`src/rtl/sap_ram.sv`:
```
// Generic simple dual-port RAM: one write port, one read port, registered read.
// No dependencies.
module sap_ram #(
    parameter int Width = 8,
    parameter int Depth = 16
) (
    input  logic                     i_clk,
    input  logic                     i_we,
    input  logic [$clog2(Depth)-1:0] i_waddr,
    input  logic [Width-1:0]         i_wdata,
    input  logic [$clog2(Depth)-1:0] i_raddr,
    output logic [Width-1:0]         o_rdata
);
    logic [Width-1:0] r_mem [Depth];
    logic [Width-1:0] r_q;

    always_ff @(posedge i_clk) begin
        if (i_we) begin
            r_mem[i_waddr] <= i_wdata;
        end
        r_q <= r_mem[i_raddr];
    end

    assign o_rdata = r_q;
endmodule

```
`config.mk`:
```
export PLATFORM = sky130hd
export DESIGN_NAME = sap_ram
export DESIGN_NICKNAME = d
export VERILOG_FILES = /design/src/rtl/sap_ram.sv
export SDC_FILE = /design/constraint.sdc
export NUM_CORES = 1
export LEC_CHECK = 0
export ABC_CLOCK_PERIOD_IN_PS = 3400
export BUFFER_PORTS_ARGS = -buffer_cell sky130_fd_sc_hd__buf_2
export CAP_MARGIN = 40
export CORE_UTILIZATION = 55
export CTS_CLUSTER_SIZE = 16
export DETAILED_ROUTE_END_ITERATION = 6
export PLACE_DENSITY = 0.69
export SYNTH_ARGS = -nofsm -noshare
export SYNTH_HDL_FRONTEND = slang
export SYNTH_SLANG_ARGS = --single-unit
```
`constraint.sdc`:
```
create_clock -name i_clk -period 3.4 [get_ports i_clk]
set_input_delay 0.34 -clock i_clk [delete_from_list [all_inputs] [get_ports i_clk]]
set_output_delay 0.34 -clock i_clk [all_outputs]
set_load 0.005 [all_outputs]
```
Yosys cells after proc, flatten, opt, wreduce, memory -nomap -nowiden
Memories as Yosys holds them, arrays and structs flattened. A register that Yosys moved wholly into a read port is not among the register bits.
Index checks and enable logic that the tools add are counted.
{ "totals": {"mem_bits_ro": 0, "ram_bits": 128, "latchBits": 0, "regBits": 0, "memories": 1, "input_bits": 18, "word_cells": 3} }
{ "memory_table": {"columns": ["name", "words", "word_bits", "read_ports", "rd_ports_with_merged_regs", "wr", "line", "source"], "rows": [
  ["r_mem", 16, 8, 1, 1, 1, "14", "logic [Width-1:0] r_mem [Depth];"]
]} }
{ "op_classes": {"muxes": 2, "magnitude_cmp": 0, "n_addsub": 0, "div_mod_pow": 0, "bitwise_logic": 0, "reduce_logical": 0, "multipliers": 0, "eq_ne": 0, "shift": 0} }
{ "op_table": {"columns": ["operator", "n"], "rows": [
  ["1-bit two-way mux", 2]
]} }

Logic depth before layout (Yosys ltp)
Gate-level depths: netlist of the first run.
{ "logic_depth": {"depth_word": 2, "depth_mapped": 5, "depth_no_buf": 3} }

Least setup slack after synthesis of the first run
No wires, ideal clock.
{ "synth_path": {"path_type": "in2reg", "startpoint": "input port i_waddr[2]", "endpoint": "memory r_mem[0][0], enable pin", "setup_slack_ns": 1.567, "t_arrival_ns": 1.450, "cell_stages": 2, "required_ns": 3.017, "path_cell_list": "or3b_2 > nor3_1"} }
{ "synth_lines": {"columns": ["item", "line", "source"], "rows": [
  ["start: declaration", "9", "input logic [$clog2(Depth)-1:0] i_waddr,"],
  ["end: declaration", "14", null]
]} }
Straight into the memory's write port.

==> metrics, run 1 <==
WP data arrival=1960 ps; GP Congestion=0.7616; Post-Syn Area=0.005147 mm2; # rows=34; IO buf count=25; Post-Syn Instances=229; root buffer cell=clkbuf_8; Worst-Margin Slew=approximately 900 ps; first-pass GRT wire length=14570 um; Place WS=1322 ps; Worst setup SP type=input port; setup bufs post-CTS=0; Residual DRC=0; CP max FO=32; post_cts resized=0; fin. max-slew vios=0; Hold Path Depth=1; GRT overflow=0; initial DRC count=305; Reg clk slew, reported paths=60 ps; grt met2 use=32.44%; via count=2386; share of cells above drive strength 1=28.62%; CTS Buf Count=17; minimum clock period=1555 ps; final worst slack=1845 ps; post-synth cell types=19; Crit Path Class=in2reg; r2r worst-path depth=3; met3 usage=5.532%; Core Region=0.008891 mm2; final core utilization=~67%; sequential fraction of the synthesis area=77.78%; HP Start=i_wdata[7]; final hold vios=0; r2r startpoint=r_mem[1][2]; # setup viols final=0; RSZ-0062 raised after global routing=no; synthesized flop and latch total=136; Power, Total=3.940 mW; die width=98.74 um; Fin Setup TNS=0 ps; R2R Setup Slk=around 2000 ps; Ys Warns=0; worst skew pair latency=about 520 ps; most used routing layer=met2; Die Area=0.009750 mm2; Critical Path Sink Type=flop; max-cap violation count=0; worst min path class=in2reg; most common cell after layout, fill and taps aside=edfxtp_1; VDD IR max=0.0003925 V; via density per instance=6.102; CTS max path bufs=2; Hold EP=r_mem[8][7]; CTS tree=yes; post-cts hold buffer count=0; Avg WL per Cell=24.09 um; area grow syn2layout=16.43%; syn avg cell area=roughly 22 um2; Final Net Count=288; HPWL after DPL=5684 um; vias in the first global route=2491; most frequent cells in the layout=edfxtp_1, buf_2, mux4_2; syn nets=approximately 250; clock skew=~5.3 ps; largest net degree at the start of global routing=33; met1 Usage GRT=30.42%; f_max=between 600 and 700 MHz; period utilization=45.75%; worst flop-to-flop path endpoint=o_rdata[2]; GRT Util Overall=21.75%; H-Tree Level Count=4; Power Dens Cells=about 660 mW/mm2; clock sinks=between 100 and 150; number of diodes=0; Req. time, crit path=about 3800 ps; status=finished clean; Initial Util=between 50% and 60%; Top Ports=26; First-pass DRT Iterations=4; drt total wl=9418 um; cell leakage power=a little over 2 nW; worst rel slew slack=about two fifths; die height=roughly 99 um; initial antenna violation count=0; antenna viol nets, final=0
==> kinds of logic after synthesis <==
logic type             count (synthesis)  synth area share (%)
AO/OA/AOI/OAI                         16                 2.334
multiplexers                          32                 15.02
flip-flops                           136                 77.78
buffers and inverters                 10                 1.677
AND/OR/NAND/NOR                       35                 3.184
==> synthesized netlist by cell type <==
cell             instances  area (um2)
nand3_1                  1       5.000
and2_1                   1       6.260
or3b_2                   1       8.760
mux4_2                  18       405.4
nand3b_1                 2       15.01
nor3_1                   4       20.02
buf_6                    3       33.78
clkdlybuf4s25_2          3       30.03
nor2_1                  13       48.80
buf_2                    3       15.01
buf_4                    1       7.510
and2b_1                  1       7.510
nor2b_1                  1       6.260
mux4_1                  14       367.9
nand2_1                  9       33.78
nand2b_1                 2       12.51
edfxtp_1               128        3844
a22oi_1                 16       120.1
dfxtp_1                  8       160.2
==> worst max-delay path by stage <==
stage / from / to / cells after the start
3_5_place_dp: i_raddr[0] / o_rdata[2] / 5
2_1_floorplan: i_waddr[2] / r_mem[0][0] / 2
4_1_cts: i_raddr[0] / o_rdata[4] / 5
5_1_grt: i_raddr[0] / o_rdata[2] / 5
6_report: i_raddr[0] / o_rdata[2] / 5
3_3_place_gp: i_raddr[0] / o_rdata[1] / 5
==> power breakdown <==
| group | total, mW | switching (mW) | internal, mW |
|---|---|---|---|
| clock network | 1.89 | 0.668 | 1.23 |
| logic | 0.161 | 0.0925 | 0.0684 |
| registers | 1.89 | 0.0104 | 1.87 |
==> stage by stage <==
stage	hold WS, ps	area (um2)	instances
2_1_floorplan	438.9	5147	229
3_3_place_gp	654.4	5359	357
3_5_place_dp	668.8	5366	358
4_1_cts	186.3	5986	390
5_1_grt	206.9	5993	391
6_report	205.1	5993	391
==> area by class of cell <==
type,count,area (um2)
clock buffer,20,445.4
clock inverter,12,173.9
fill,545,2898
multi-input combinational,83,1057
sequential,136,4004
tap,108,135.1
timing repair buffer,32,177.7
==> per-layer routing <==
metal,part of all wire [%],vias to the layer above,wire (um)
met5,0,-,0
met4,0.65,0,61
met3,7.1,6,672
met2,49,107,4657
met1,43,1220,4026
li1,-,1053,-
==> critical path: stages <==
cell and delay (ps):
buf_2 70, buf_4 500, mux4_1 640, a22oi_1 290
nand2_1 90
==> flip-flops by register name (all words and copies together), names as in the netlist <==
register and flops:
o_rdata 8, r_mem 128
Power figures use the tool's default switching activity.
==> inputs of run 2 (changes only) <==
- ABC_CLOCK_PERIOD_IN_PS: 3400 -> 1600
- clock period: 3.4 -> 1.6 ns (I/O delays scaled with it)
==> run 2 against run 1 <==
Compared with the run above:
- via count increased by 3.6%
- clock power increased by 93%
- combinational power increased by 130%
- register-to-register slack got worse by 1800 ps
- critical endpoint is now o_rdata[3]
==> metrics, run 2 (synthesis gave the netlist of run 1 again) <==
CTS max path bufs=2; Critical Path Sink Type=flop; crit-path cells=mux4_1 -> a22oi_1 -> nand2_1; worst skew pair latency=510 ps; # setup viols final=0; # fillers=549; Worst path max stage delay=500 ps; Largest register FFs=around 130; clock skew=5.236 ps; worst rel slew slack=49.66%; CTS tree=yes; Core Region=0.008891 mm2; final hold vios=0; worst flop-to-flop path endpoint=o_rdata[3]; worst path bufs/invs=0; root buffer cell=clkbuf_8; area of the multi-input gates=0.001062 mm2; Worst setup SP type=flop; clock sinks=136; initial antenna violation count=0; post-cts hold buffer count=0; sequential cell area=0.004004 mm2; setup bufs post-CTS=0; Residual DRC=0; HP Start=i_wdata[2]; Place WS=2.931 ps; cell family with most CP delay=multiplexers; Power Dens Cells=1310 mW/mm2; die height=roughly 99 um; CP max FO=1; post_cts resized=0; Die Area=0.009750 mm2; CP max-delay cell=mux4_1; drt total wl=roughly 9500 um; Reg clk slew, reported paths=60 ps; Hold EP=r_mem[7][2]; largest net degree at the start of global routing=33; die width=98.74 um; max-cap violation count=0; CTS Buf Count=17; # rows=34; GRT Util Overall=21.81%; Hold Path Depth=1; Final Net Count=305; First-pass DRT Iterations=4; IO buf count=25; Req. time, crit path=2000 ps; r2r worst-path depth=3; status=finished clean; share of cells above drive strength 1=between 30% and 40%; HPWL after DPL=~6100 um; hold_ws=29.84 ps; H-Tree Level Count=4; via density per instance=6.056; Avg WL per Cell=23.28 um; R2R Setup Slk=220 ps; worst min path class=in2reg; WP data arrival=1780 ps; Initial Util=57.89%; fin. max-slew vios=0; Top Ports=26; most frequent cells in the layout=edfxtp_1, buf_2, buf_4; GP Congestion=~0.72; Crit Path Class=reg2reg; initial DRC count=210; minimum clock period=1379 ps; antenna viol nets, final=0; VDD IR max=0.0007109 V; area grow syn2layout=18.98%; vias in the first global route=between 2k and 2.5k; final worst slack=about 220 ps; Worst-Margin Slew=753.5 ps; f_max=725.0 MHz; period utilization=86.20%; GRT overflow=0; via count=2471; most common cell after layout, fill and taps aside=edfxtp_1; RSZ-0062 raised after global routing=no; number of diodes=0; r2r startpoint=r_mem[1][3]; first-pass GRT wire length=14520 um; cell leakage power=2.112 nW; Biggest register=r_mem
-- run 2: cell types whose count changed in the layout (fill, tap and decap cells not counted), moves of 2 or more --
cell / delta
buf_12: +4
clkinv_4: +2
clkbuf_8: -2
buf_4: +13
inv_6: +2
bufinv_16: -2
-- run 2: power breakdown --
| part | internal, mW | switching (mW) | total, mW |
|---|---|---|---|
| Sequential | 3.98 | 0.0241 | 4.01 |
| Clock | 2.22 | 1.42 | 3.64 |
| Combinational | 0.170 | 0.202 | 0.372 |
| Total | 6.38 | 1.65 | 8.02 |
-- run 2: worst max path at each step --
| stage | start | to | cells after the start |
|---|---|---|---|
| after global placement | i_raddr[0] | o_rdata[3] | 5 |
| after floorplan | i_waddr[2] | r_mem[3][0] | 2 |
| final | r_mem[1][3] | o_rdata[3] | 3 |
| after detailed placement | i_raddr[0] | o_rdata[3] | 5 |
| after global routing | r_mem[1][3] | o_rdata[3] | 3 |
| after CTS | r_mem[1][3] | o_rdata[3] | 3 |
-- run 2: metal layers --
metal	share of wire, %	routed length (um)	global-route usage [%]	up-vias
met5	0	0	0	-
met4	1.4	129	9.414	0
met3	3.7	356	5.106	16
met2	49	4628	33.08	68
met1	46	4383	30.91	1291
li1	-	-	-	1096
-- run 2: worst reg2reg max path, delay by kind of cell (launching register included) --
| kind | cells | cell delay [ps] |
|---|---|---|
| AO/OA/AOI/OAI | 1 | 330 |
| flip-flops | 1 | 350 |
| multiplexers | 1 | 500 |
| AND/OR/NAND/NOR | 1 | 80 |
-- run 2: stage by stage --
| stage | setup TNS [ps] | power, mW | cell area (um2) | utilization, % | instances |
|---|---|---|---|---|---|
| detailed placement | 0 | 4.460 | 5557 | 62.50 | 376 |
| floorplan | 0 | 4.278 | 5152 | - | 229 |
| global route | 0 | 8.264 | 6125 | 68.89 | 408 |
| CTS | 0 | 8.089 | 6125 | 68.89 | 408 |
| finish | 0 | 8.021 | 6125 | 68.89 | 408 |
| global placement | -8.544 | 4.447 | 5557 | 62.50 | 376 |
-- run 2: final cells by class --
type / instances / area share, %
clock buffers: 18 / 6.823
flip-flops and latches: 136 / 65.37
repair buffers: 49 / 5.802
well taps: 108 / 2.206
multi-input cells: 83 / 17.34
clock inverters: 14 / 2.451
